File: config.mk
export PLATFORM = sky130hd
export DESIGN_NAME = cubic_bisection_root_finder
export DESIGN_NICKNAME = d
export VERILOG_FILES = /design/src/hw/rtl/cbrf_pkg.sv /design/src/hw/rtl/cubic_bisection_root_finder.sv /design/src/hw/rtl/cbrf_ctrl.sv /design/src/hw/rtl/cbrf_datapath.sv
export SDC_FILE = /design/constraint.sdc
export NUM_CORES = 2
export LEC_CHECK = 0
export BUFFER_PORTS_ARGS = -buffer_cell sky130_fd_sc_hd__buf_2
export CORE_MARGIN = 5
export CORE_UTILIZATION = 45
export CTS_BUF_LIST = sky130_fd_sc_hd__clkbuf_8
export CTS_CLUSTER_SIZE = 16
export DETAILED_ROUTE_END_ITERATION = 16
export PLACE_DENSITY = 0.58
export RECOVER_POWER = 100
export REMOVE_ABC_BUFFERS = 1
export SLEW_MARGIN = 20
export SYNTH_ARGS = -nofsm -noshare
export SYNTH_HDL_FRONTEND = slang
export SYNTH_SLANG_ARGS = --single-unit
File: constraint.sdc
create_clock -name aclk -period 19.4 [get_ports aclk]
set_input_delay 1.94 -clock aclk [delete_from_list [all_inputs] [get_ports aclk]]
set_output_delay 1.94 -clock aclk [all_outputs]
set_load 0.03 [all_outputs]
File: src/hw/rtl/cbrf_pkg.sv
// ----------------------------------------------------------------------------
// cbrf_pkg: shared types and constants for the cubic bisection root finder
// Fixed-point format, multiplier digit split, register map, FSM states and
// the command/status bundles between controller and datapath.
// ----------------------------------------------------------------------------
package cbrf_pkg;

    // Signed fixed point: VW bits total, FB fraction bits (Q16.32)
    localparam int VW     = 48;
    localparam int FB     = 32;
    localparam int TOL_W  = 32;
    localparam int ITER_W = 8;

    // Shared multiplier: one 16-bit digit of the multiplier operand per cycle
    localparam int MUL_DIGIT = 16;
    localparam int MUL_STEPS = (VW + MUL_DIGIT - 1) / MUL_DIGIT;
    localparam int MUL_EXT_W = MUL_STEPS * MUL_DIGIT;
    localparam int PROD_W    = VW + MUL_EXT_W;
    localparam int PART_W    = VW + MUL_DIGIT + 1;
    localparam int QUOT_W    = PROD_W - FB;
    localparam int DIGIT_W   = (MUL_STEPS > 1) ? $clog2(MUL_STEPS) : 1;

    // Horner rounds: multiply then add c2, c1, c0
    localparam int HORNER_ROUNDS = 3;
    localparam int ROUND_W       = 2;

    // Configuration port
    localparam int CFG_ADDR_W = 3;
    localparam int CFG_DATA_W = VW;

    // Stream widths, padded to whole bytes
    localparam int IN_TDATA_W  = ((2 * VW + 7) / 8) * 8;
    localparam int OUT_TDATA_W = ((VW + ITER_W + 7) / 8) * 8;

    typedef logic signed [VW-1:0] value_t;

    localparam value_t VALUE_MAX = {1'b0, {(VW-1){1'b1}}};
    localparam value_t VALUE_MIN = {1'b1, {(VW-1){1'b0}}};

    // Reset values of the configuration registers
    localparam logic signed [63:0] FX_ONE = 64'sd1 <<< FB;
    localparam value_t COEFF_CUBIC_RST    = value_t'(FX_ONE);
    localparam value_t COEFF_SQUARE_RST   = value_t'(-64'sd2 * FX_ONE);
    localparam value_t COEFF_LINEAR_RST   = value_t'(-64'sd3 * FX_ONE);
    localparam value_t COEFF_CONSTANT_RST = value_t'(64'sd10 * FX_ONE);
    localparam logic [TOL_W-1:0] TOLERANCE_RST =
        TOL_W'(((64'd1 << FB) + 64'd9999999) / 64'd10000000);
    localparam logic [ITER_W-1:0] MAX_ITER_RST = ITER_W'(100);

    // Register map
    typedef enum logic [CFG_ADDR_W-1:0] {
        REG_COEFF_CUBIC    = 3'd0,
        REG_COEFF_SQUARE   = 3'd1,
        REG_COEFF_LINEAR   = 3'd2,
        REG_COEFF_CONSTANT = 3'd3,
        REG_TOLERANCE      = 3'd4,
        REG_MAX_ITER       = 3'd5
    } cfg_reg_t;

    // Controller states
    typedef enum logic [2:0] {
        ST_IDLE,
        ST_EVAL_INIT,
        ST_MUL,
        ST_ADD,
        ST_MID,
        ST_TEST,
        ST_UPDATE,
        ST_OUT
    } state_t;

    // Controller to datapath
    typedef struct packed {
        logic               load;
        logic               eval_init;
        logic               eval_lower;
        logic               mul_step;
        logic [DIGIT_W-1:0] digit;
        logic               add_step;
        logic [ROUND_W-1:0] round;
        logic               capture_fl;
        logic               mid;
        logic               update;
        logic               out_load;
        logic               out_converged;
    } dp_cmd_t;

    // Datapath to controller
    typedef struct packed {
        logic at_limit;
        logic below_tol;
        logic out_free;
    } dp_status_t;

endpackage

File: src/hw/rtl/cubic_bisection_root_finder.sv
// Each request first evaluates p(lower); each halving then runs the midpoint,
// three Horner rounds of 3 multiplier digits plus 1 add, test, update.
// A run ends at the midpoint on the step limit, or at the test on convergence.
// One request is solved at a time on the shared 48x17 multiplier.
// Reset: synchronous active-low aresetn restores the register defaults, idles.
// ----------------------------------------------------------------------------
// cubic_bisection_root_finder: top level
// Bisection root search of a saturating Q16.32 cubic over a streamed interval.
// ----------------------------------------------------------------------------
module cubic_bisection_root_finder (
    input  logic                             aclk,
    input  logic                             aresetn,
    // configuration write port
    input  logic                             cfg_we,
    input  logic [cbrf_pkg::CFG_ADDR_W-1:0]  cfg_addr,
    input  logic [cbrf_pkg::CFG_DATA_W-1:0]  cfg_wdata,
    // request stream
    input  logic                             s_tvalid,
    output logic                             s_tready,
    input  logic [cbrf_pkg::IN_TDATA_W-1:0]  s_tdata,   // lower_bound, upper_bound
    // result stream
    output logic                             m_tvalid,
    input  logic                             m_tready,
    output logic [cbrf_pkg::OUT_TDATA_W-1:0] m_tdata,   // root, iterations_used
    output logic                             m_tuser    // converged
);
    import cbrf_pkg::*;

    dp_cmd_t           cmd;
    dp_status_t        status;
    logic [VW-1:0]     out_root;
    logic [ITER_W-1:0] out_iters;

    cbrf_ctrl u_ctrl (
        .aclk     (aclk),
        .aresetn  (aresetn),
        .s_tvalid (s_tvalid),
        .s_tready (s_tready),
        .status   (status),
        .cmd      (cmd)
    );

    cbrf_datapath u_datapath (
        .aclk          (aclk),
        .aresetn       (aresetn),
        .cfg_we        (cfg_we),
        .cfg_addr      (cfg_addr),
        .cfg_wdata     (cfg_wdata),
        .in_lower      (s_tdata[VW-1:0]),
        .in_upper      (s_tdata[2*VW-1:VW]),
        .cmd           (cmd),
        .status        (status),
        .m_tready      (m_tready),
        .m_tvalid      (m_tvalid),
        .out_root      (out_root),
        .out_iters     (out_iters),
        .out_converged (m_tuser)
    );

    // Result beat packing
    assign m_tdata = OUT_TDATA_W'({out_iters, out_root});

endmodule

File: src/hw/rtl/cbrf_ctrl.sv
// ----------------------------------------------------------------------------
// cbrf_ctrl: bisection sequencer
// Walks each request through the lower-bound evaluation, then per step the
// midpoint, a Horner evaluation on the shared multiplier, the tolerance test
// and the interval update, until convergence or the step limit.
// ----------------------------------------------------------------------------
module cbrf_ctrl (
    input  logic                  aclk,
    input  logic                  aresetn,
    input  logic                  s_tvalid,
    output logic                  s_tready,
    input  cbrf_pkg::dp_status_t  status,
    output cbrf_pkg::dp_cmd_t     cmd
);
    import cbrf_pkg::*;

    localparam logic [DIGIT_W-1:0] LAST_DIGIT = DIGIT_W'(MUL_STEPS - 1);
    localparam logic [ROUND_W-1:0] LAST_ROUND = ROUND_W'(HORNER_ROUNDS - 1);

    state_t             state_reg, state_next;
    logic [DIGIT_W-1:0] digit_reg, digit_next;
    logic [ROUND_W-1:0] round_reg, round_next;
    logic               eval_lower_reg, eval_lower_next;
    logic               conv_reg, conv_next;

    // State and counters
    always_ff @(posedge aclk) begin
        if (!aresetn) begin
            state_reg      <= ST_IDLE;
            digit_reg      <= '0;
            round_reg      <= '0;
            eval_lower_reg <= 1'b0;
            conv_reg       <= 1'b0;
        end else begin
            state_reg      <= state_next;
            digit_reg      <= digit_next;
            round_reg      <= round_next;
            eval_lower_reg <= eval_lower_next;
            conv_reg       <= conv_next;
        end
    end

    // Next state
    always_comb begin
        state_next      = state_reg;
        digit_next      = digit_reg;
        round_next      = round_reg;
        eval_lower_next = eval_lower_reg;
        conv_next       = conv_reg;
        unique case (state_reg)
            ST_IDLE: begin
                if (s_tvalid) begin
                    state_next      = ST_EVAL_INIT;
                    eval_lower_next = 1'b1;
                end
            end
            ST_EVAL_INIT: begin
                state_next = ST_MUL;
                digit_next = '0;
                round_next = '0;
            end
            ST_MUL: begin
                if (digit_reg == LAST_DIGIT) begin
                    state_next = ST_ADD;
                end else begin
                    digit_next = digit_reg + 1'b1;
                end
            end
            ST_ADD: begin
                digit_next = '0;
                if (round_reg == LAST_ROUND) begin
                    state_next = eval_lower_reg ? ST_MID : ST_TEST;
                end else begin
                    round_next = round_reg + 1'b1;
                    state_next = ST_MUL;
                end
            end
            ST_MID: begin
                if (status.at_limit) begin
                    state_next = ST_OUT;
                    conv_next  = 1'b0;
                end else begin
                    state_next      = ST_EVAL_INIT;
                    eval_lower_next = 1'b0;
                end
            end
            ST_TEST: begin
                if (status.below_tol) begin
                    state_next = ST_OUT;
                    conv_next  = 1'b1;
                end else begin
                    state_next = ST_UPDATE;
                end
            end
            ST_UPDATE: begin
                state_next = ST_MID;
            end
            ST_OUT: begin
                if (status.out_free) begin
                    state_next = ST_IDLE;
                end
            end
            default: begin
                state_next = ST_IDLE;
            end
        endcase
    end

    // Commands
    always_comb begin
        s_tready          = (state_reg == ST_IDLE);
        cmd               = '0;
        cmd.digit         = digit_reg;
        cmd.round         = round_reg;
        cmd.eval_lower    = eval_lower_reg;
        cmd.out_converged = conv_reg;
        unique case (state_reg)
            ST_IDLE:      cmd.load      = s_tvalid;
            ST_EVAL_INIT: cmd.eval_init = 1'b1;
            ST_MUL:       cmd.mul_step  = 1'b1;
            ST_ADD: begin
                cmd.add_step   = 1'b1;
                cmd.capture_fl = eval_lower_reg && (round_reg == LAST_ROUND);
            end
            ST_MID:       cmd.mid      = 1'b1;
            ST_TEST:      cmd.mid      = 1'b0;
            ST_UPDATE:    cmd.update   = 1'b1;
            ST_OUT:       cmd.out_load = status.out_free;
            default:      cmd.load     = 1'b0;
        endcase
    end

endmodule

File: src/hw/rtl/cbrf_datapath.sv
// ----------------------------------------------------------------------------
// cbrf_datapath: registers and arithmetic of the root finder
// Holds the coefficients, the working interval, the Horner accumulator, a
// digit-serial signed multiplier, saturation logic and the result register.
// ----------------------------------------------------------------------------
module cbrf_datapath (
    input  logic                           aclk,
    input  logic                           aresetn,
    input  logic                           cfg_we,
    input  logic [cbrf_pkg::CFG_ADDR_W-1:0] cfg_addr,
    input  logic [cbrf_pkg::CFG_DATA_W-1:0] cfg_wdata,
    input  logic [cbrf_pkg::VW-1:0]        in_lower,
    input  logic [cbrf_pkg::VW-1:0]        in_upper,
    input  cbrf_pkg::dp_cmd_t              cmd,
    output cbrf_pkg::dp_status_t           status,
    input  logic                           m_tready,
    output logic                           m_tvalid,
    output logic [cbrf_pkg::VW-1:0]        out_root,
    output logic [cbrf_pkg::ITER_W-1:0]    out_iters,
    output logic                           out_converged
);
    import cbrf_pkg::*;

    // Configuration registers
    value_t            coeff_cubic_reg, coeff_square_reg;
    value_t            coeff_linear_reg, coeff_constant_reg;
    logic [TOL_W-1:0]  tol_reg;
    logic [ITER_W-1:0] max_iter_reg;

    // Working registers
    value_t                   lower_reg, lower_next;
    value_t                   upper_reg, upper_next;
    value_t                   mid_reg, mid_next;
    value_t                   x_reg, x_next;
    value_t                   acc_reg, acc_next;
    value_t                   fl_reg, fl_next;
    logic [ITER_W-1:0]        step_reg, step_next;
    logic signed [PROD_W-1:0] prod_reg, prod_next;

    // Result stage
    value_t            root_reg;
    logic [ITER_W-1:0] iters_reg;
    logic              conv_reg;
    logic              out_valid_reg, out_valid_next;

    // Multiplier and saturation signals
    logic signed [MUL_EXT_W-1:0] x_ext;
    logic [DIGIT_W-1:0]          digit_pos;
    logic [MUL_DIGIT-1:0]        digit_bits;
    logic signed [MUL_DIGIT:0]   digit_op;
    logic signed [PART_W-1:0]    part;
    logic signed [PROD_W-1:0]    prod_calc;
    logic [QUOT_W-1:0]           quot;
    logic [QUOT_W-VW:0]          quot_top;
    value_t                      mul_sat;
    value_t                      coef_sel;
    logic [VW:0]                 sum_wide;
    value_t                      sum_sat;
    logic [VW:0]                 mid_sum;
    logic [VW-1:0]               acc_mag;
    logic                        keep_upper;

    // Configuration writes; indexes past the map are dropped
    always_ff @(posedge aclk) begin
        if (!aresetn) begin
            coeff_cubic_reg    <= COEFF_CUBIC_RST;
            coeff_square_reg   <= COEFF_SQUARE_RST;
            coeff_linear_reg   <= COEFF_LINEAR_RST;
            coeff_constant_reg <= COEFF_CONSTANT_RST;
            tol_reg            <= TOLERANCE_RST;
            max_iter_reg       <= MAX_ITER_RST;
        end else if (cfg_we) begin
            unique case (cfg_reg_t'(cfg_addr))
                REG_COEFF_CUBIC:    coeff_cubic_reg    <= cfg_wdata;
                REG_COEFF_SQUARE:   coeff_square_reg   <= cfg_wdata;
                REG_COEFF_LINEAR:   coeff_linear_reg   <= cfg_wdata;
                REG_COEFF_CONSTANT: coeff_constant_reg <= cfg_wdata;
                REG_TOLERANCE:      tol_reg            <= cfg_wdata[TOL_W-1:0];
                REG_MAX_ITER:       max_iter_reg       <= cfg_wdata[ITER_W-1:0];
                default:            tol_reg            <= tol_reg;
            endcase
        end
    end

    // One multiplier digit per cycle, most significant first; the top digit
    // is signed, the rest unsigned
    always_comb begin
        x_ext      = MUL_EXT_W'(x_reg);
        digit_pos  = DIGIT_W'(MUL_STEPS - 1) - cmd.digit;
        digit_bits = x_ext[digit_pos*MUL_DIGIT +: MUL_DIGIT];
        digit_op   = {(cmd.digit == '0) & digit_bits[MUL_DIGIT-1], digit_bits};
        part       = acc_reg * digit_op;
        if (cmd.digit == '0) begin
            prod_calc = PROD_W'(part);
        end else begin
            prod_calc = $signed({prod_reg[PROD_W-MUL_DIGIT-1:0], {MUL_DIGIT{1'b0}}})
                        + PROD_W'(part);
        end
    end

    // Product: floor shift by the fraction bits, then saturate
    always_comb begin
        quot     = prod_reg[PROD_W-1:FB];
        quot_top = quot[QUOT_W-1:VW-1];
        if (!quot_top[QUOT_W-VW] && (|quot_top)) begin
            mul_sat = VALUE_MAX;
        end else if (quot_top[QUOT_W-VW] && !(&quot_top)) begin
            mul_sat = VALUE_MIN;
        end else begin
            mul_sat = quot[VW-1:0];
        end
    end

    // Horner add with saturation
    always_comb begin
        case (cmd.round)
            2'd0:    coef_sel = coeff_square_reg;
            2'd1:    coef_sel = coeff_linear_reg;
            default: coef_sel = coeff_constant_reg;
        endcase
        sum_wide = {mul_sat[VW-1], mul_sat} + {coef_sel[VW-1], coef_sel};
        if (sum_wide[VW] != sum_wide[VW-1]) begin
            sum_sat = sum_wide[VW] ? VALUE_MIN : VALUE_MAX;
        end else begin
            sum_sat = sum_wide[VW-1:0];
        end
    end

    // Midpoint, tolerance test, sign test
    always_comb begin
        mid_sum    = {lower_reg[VW-1], lower_reg} + {upper_reg[VW-1], upper_reg};
        acc_mag    = acc_reg[VW-1] ? (~acc_reg + 1'b1) : acc_reg;
        keep_upper = (fl_reg != '0) && (acc_reg != '0)
                     && (fl_reg[VW-1] == acc_reg[VW-1]);
    end

    assign status.at_limit  = (step_reg == max_iter_reg);
    assign status.below_tol = (acc_mag < VW'(tol_reg));
    assign status.out_free  = !out_valid_reg || m_tready;

    // Working register updates
    always_comb begin
        lower_next = lower_reg;
        upper_next = upper_reg;
        mid_next   = mid_reg;
        x_next     = x_reg;
        acc_next   = acc_reg;
        fl_next    = fl_reg;
        step_next  = step_reg;
        prod_next  = prod_reg;
        if (cmd.load) begin
            lower_next = in_lower;
            upper_next = in_upper;
            step_next  = '0;
        end
        if (cmd.eval_init) begin
            x_next   = cmd.eval_lower ? lower_reg : mid_reg;
            acc_next = coeff_cubic_reg;
        end
        if (cmd.mul_step) begin
            prod_next = prod_calc;
        end
        if (cmd.add_step) begin
            acc_next = sum_sat;
        end
        if (cmd.capture_fl) begin
            fl_next = sum_sat;
        end
        if (cmd.mid) begin
            mid_next = mid_sum[VW:1];
        end
        // acc holds p(mid); when mid becomes the lower end its value is p(lower)
        if (cmd.update) begin
            if (keep_upper) begin
                lower_next = mid_reg;
                fl_next    = acc_reg;
            end else begin
                upper_next = mid_reg;
            end
            step_next = step_reg + 1'b1;
        end
    end

    always_ff @(posedge aclk) begin
        lower_reg <= lower_next;
        upper_reg <= upper_next;
        mid_reg   <= mid_next;
        x_reg     <= x_next;
        acc_reg   <= acc_next;
        fl_reg    <= fl_next;
        step_reg  <= step_next;
        prod_reg  <= prod_next;
    end

    // Result register
    always_comb begin
        out_valid_next = out_valid_reg;
        if (cmd.out_load) begin
            out_valid_next = 1'b1;
        end else if (m_tready) begin
            out_valid_next = 1'b0;
        end
    end

    always_ff @(posedge aclk) begin
        if (!aresetn) begin
            out_valid_reg <= 1'b0;
        end else begin
            out_valid_reg <= out_valid_next;
        end
    end

    always_ff @(posedge aclk) begin
        if (cmd.out_load) begin
            root_reg  <= mid_reg;
            iters_reg <= step_reg;
            conv_reg  <= cmd.out_converged;
        end
    end

    assign m_tvalid      = out_valid_reg;
    assign out_root      = root_reg;
    assign out_iters     = iters_reg;
    assign out_converged = conv_reg;

endmodule

==> impl_results.md <==
- Status: finished, violations left
- Failing checks: capacitance limit, slew limit
- Final setup viols: 0
- Yosys top cell area share: 23.00%
- CP max FO: 48
- Post-Syn Area per Cell: 8.718 sq um
- Number of flip-flops in the largest register: 96
- Antenna violation net count after detailed routing: 0
- RSZ-0062 raised after global routing: no
- Fillers: 14320
- Clock Skew: 0.09724 ns
- Routed vias: 54950
- Initial Util: 45.14%
- # DRC: 0
- Drt pass-1 iters: 6
- Worst-path clk slew: 0.07 ns
- Least-Margin Pin Slew: 4.310 ns
- CP Capture Type: flop
- Final hold viol count: 0
- Hold_buf cts: 0
- Setup Buffers After CTS: 0
- Total congestion overflow: 0
- Fmax: 0.06262 GHz
- First-pass GRT wire length: 340600 um
- HP Start: u_datapath.coeff_square_reg[6]
- R2R cell count: 36
- Detail Placement HPWL: 164300 um
- Hold WC Path Type: flop to flop
- FF-to-FF setup slack: 3.43 ns
- Final Util: 48.68%
- Ys async rst share: 0%
- WHS: 0.4535 ns
- Fin crit share: 82.31%
- FF-to-FF Start: u_ctrl.digit_reg[0]
- NumNets Final: 8904
- Worst path required time: 19.97 ns
- Largest area contributor in the netlist: fa_1
- H-tree depth: 3
- Num CTS Buffers: 120
- Unique masters post-synth: 88
- Hold path depth: 2
- Tot GR Track Use: 28.25%
- Slew headroom: -187.3%
- Met3 Use GR: 5.150%
- Placed Instances: 9429
- Synth area leaders: fa_1 23%, edfxtp_1 14%, dfxtp_1 12%, nand2_1 7.9%, ha_1 6.9%
- Register Area: 16890 sq um
- Setup crit start kind: flop
- Area delta synth->final: 7.840%
- Final std cells w/o fill: 9663
- Routability cong.: 0.9957
- FP Rows: 141
- Hold EP: u_datapath.coeff_square_reg[6]
- Avg Vias per Cell: 5.687
- CTS tree: built
- Die width: 394.4 um
- Antenna violations before repair: 12
- Sequential area share after synthesis: 25.39%
- Crit path largest cell delay: 2.07 ns
- Crit path DAT: 16.54 ns
- Area taken by multi-input logic gates: 44520 sq um
- Worst-case clock buffer depth: 3
- Largest net degree at the start of global routing: 105
- Total wire length: 223500 um
- Cell mode on critical path: o21ai_0
- Seq cells post-synth: 691
- Cells after synthesis: 7628
- Crit Path Category: flop to flop
- Layout cell share with drive strength beyond 1: 6.485%
- Die ar.: 155600 sq um
- Vias in the first global route: 55160
- Setup tns final: 0 ns
- Met2 usage: 44.09%
- DR iter-0 viols: 4659
- Yosys warns: 0
- Root buffer cell: clkbuf_8
- Core footprint: 147300 sq um
- Top delay family on crit path: compound AO/OA/AOI/OAI gates
- GR peak layer: met2
- Max-cap violations: 24
- Min Tclk post-route: 15.97 ns
- CP max-delay cell: clkbuf_1
- I/O pin count: 211
- Number of flops mapped to enable cells by yosys: 305
- Clock sink count: 691
- Worst-Skew Late Latency: 0.89 ns
- CP Buf/Inv Count: 5
- Ys flop type: dfxtp_1
- Port bufs: 210
- Wirelength per Cell: 23.13 um
- Area of the mapped netlist: 66500 sq um
- DIE HEIGHT: 394.4 um
- Post-CTS sizing: 0
- Final Max Tran Viols: 1192
- Met1 usage: 40.38%
- Reg2reg end: u_datapath.prod_reg[79]
==> synth_stat cells (13+ instances only) <==
cell and number:
clkbuf_1 419, xor2_1 98, o21ai_0 415, nand3_1 99
o211ai_1 27, o21bai_1 38, nor3_1 60, nand4_1 58
fa_1 764, xnor2_1 172, nand2b_1 40, o21a_1 78
o31ai_1 26, ha_1 367, mux2_2 62, o41ai_1 14
or2_2 20, mux2i_1 112, a31oi_1 32, a21oi_1 509
inv_1 970, dfxtp_1 386, and3_1 45, and2_1 308
a211oi_1 23, nor4_1 31, a22oi_1 58, edfxtp_1 305
buf_1 13, or3_1 44, nand2_1 1401, nor2b_1 39
a21o_1 172, nor2_1 240
==> layer usage <==
layer	wire length [um]	part of all wire, %
met1	99120	44
met2	100100	45
met3	17850	8.0
met4	6391	2.9
met5	24	0.011
==> through the flow <==
stage	setup slack, ns	cell area, sq um
final	3.431	71720
after global routing	2.703	71700
after CTS	5.577	71930
after detailed placement	5.539	69370
after global placement	5.939	69370
after floorplan	6.150	64820
==> how the worst max path moves through the flow <==
stage,start,endpoint,slack [ns],depth (start not counted)
floorplan,u_ctrl.digit_reg[0],u_datapath.prod_reg[95],6.15,38
global placement,u_ctrl.digit_reg[0],u_datapath.prod_reg[79],5.94,40
detailed placement,u_ctrl.digit_reg[0],u_datapath.prod_reg[79],5.54,42
CTS,u_ctrl.digit_reg[0],u_datapath.prod_reg[79],5.58,42
global route,u_ctrl.digit_reg[0],u_datapath.prod_reg[93],2.70,37
finish,u_ctrl.digit_reg[0],u_datapath.prod_reg[79],3.43,36
==> layout make-up <==
type	count	area share, %
antenna	7	0.02443
clock buffer	146	2.802
clock inverter	81	0.7589
inverter	972	5.089
multi-input combinational	5522	62.08
sequential	691	23.55
tap	1930	3.367
timing repair buffer	314	2.333
==> logic make-up (layout without fill, tap and decap cells) <==
| family | after synthesis | in the layout | synth area share [%] |
|---|---|---|---|
| mux | 175 | 175 | 2.758 |
| xor+xnor | 270 | 270 | 3.556 |
| fa+ha+maj | 1131 | 1131 | 29.90 |
| flops | 691 | 691 | 25.39 |
| buf+inv | 1415 | 1513 | 8.017 |
| other cells | 0 | 7 | 0 |
| compound gates | 1513 | 1513 | 13.78 |
| simple gates | 2433 | 2433 | 16.59 |
==> layout by cell type, fill, tap and decap left out, drive strengths merged, types with 24 or more instances in the layout <==
cell,instances
mux2,63
a21o,172
or3,48
nor2b,39
fa,764
nand2b,40
edfxtp,305
clkinv,25
ha,367
and3,45
o211ai,27
nand4,58
o21bai,38
inv,1022
clkbuf,229
o31ai,27
a21oi,510
a22oi,58
buf,231
dfxtp,386
and2,309
nor3,60
nor4,32
nand3,99
o21a,78
xnor2,172
a211oi,24
nor2,242
a31oi,32
nand2,1401
xor2,98
o21ai,421
mux2i,112
==> worst min-delay path: cells and delay by family (launching register included) <==
kind / cells / cell delay [ns]
flops: 1 / 0.31
simple gates: 1 / 0.05
compound gates: 1 / 0.05
Power is not shown: default switching activity piles up to over one toggle a cycle in this logic, so the estimate is an artifact.
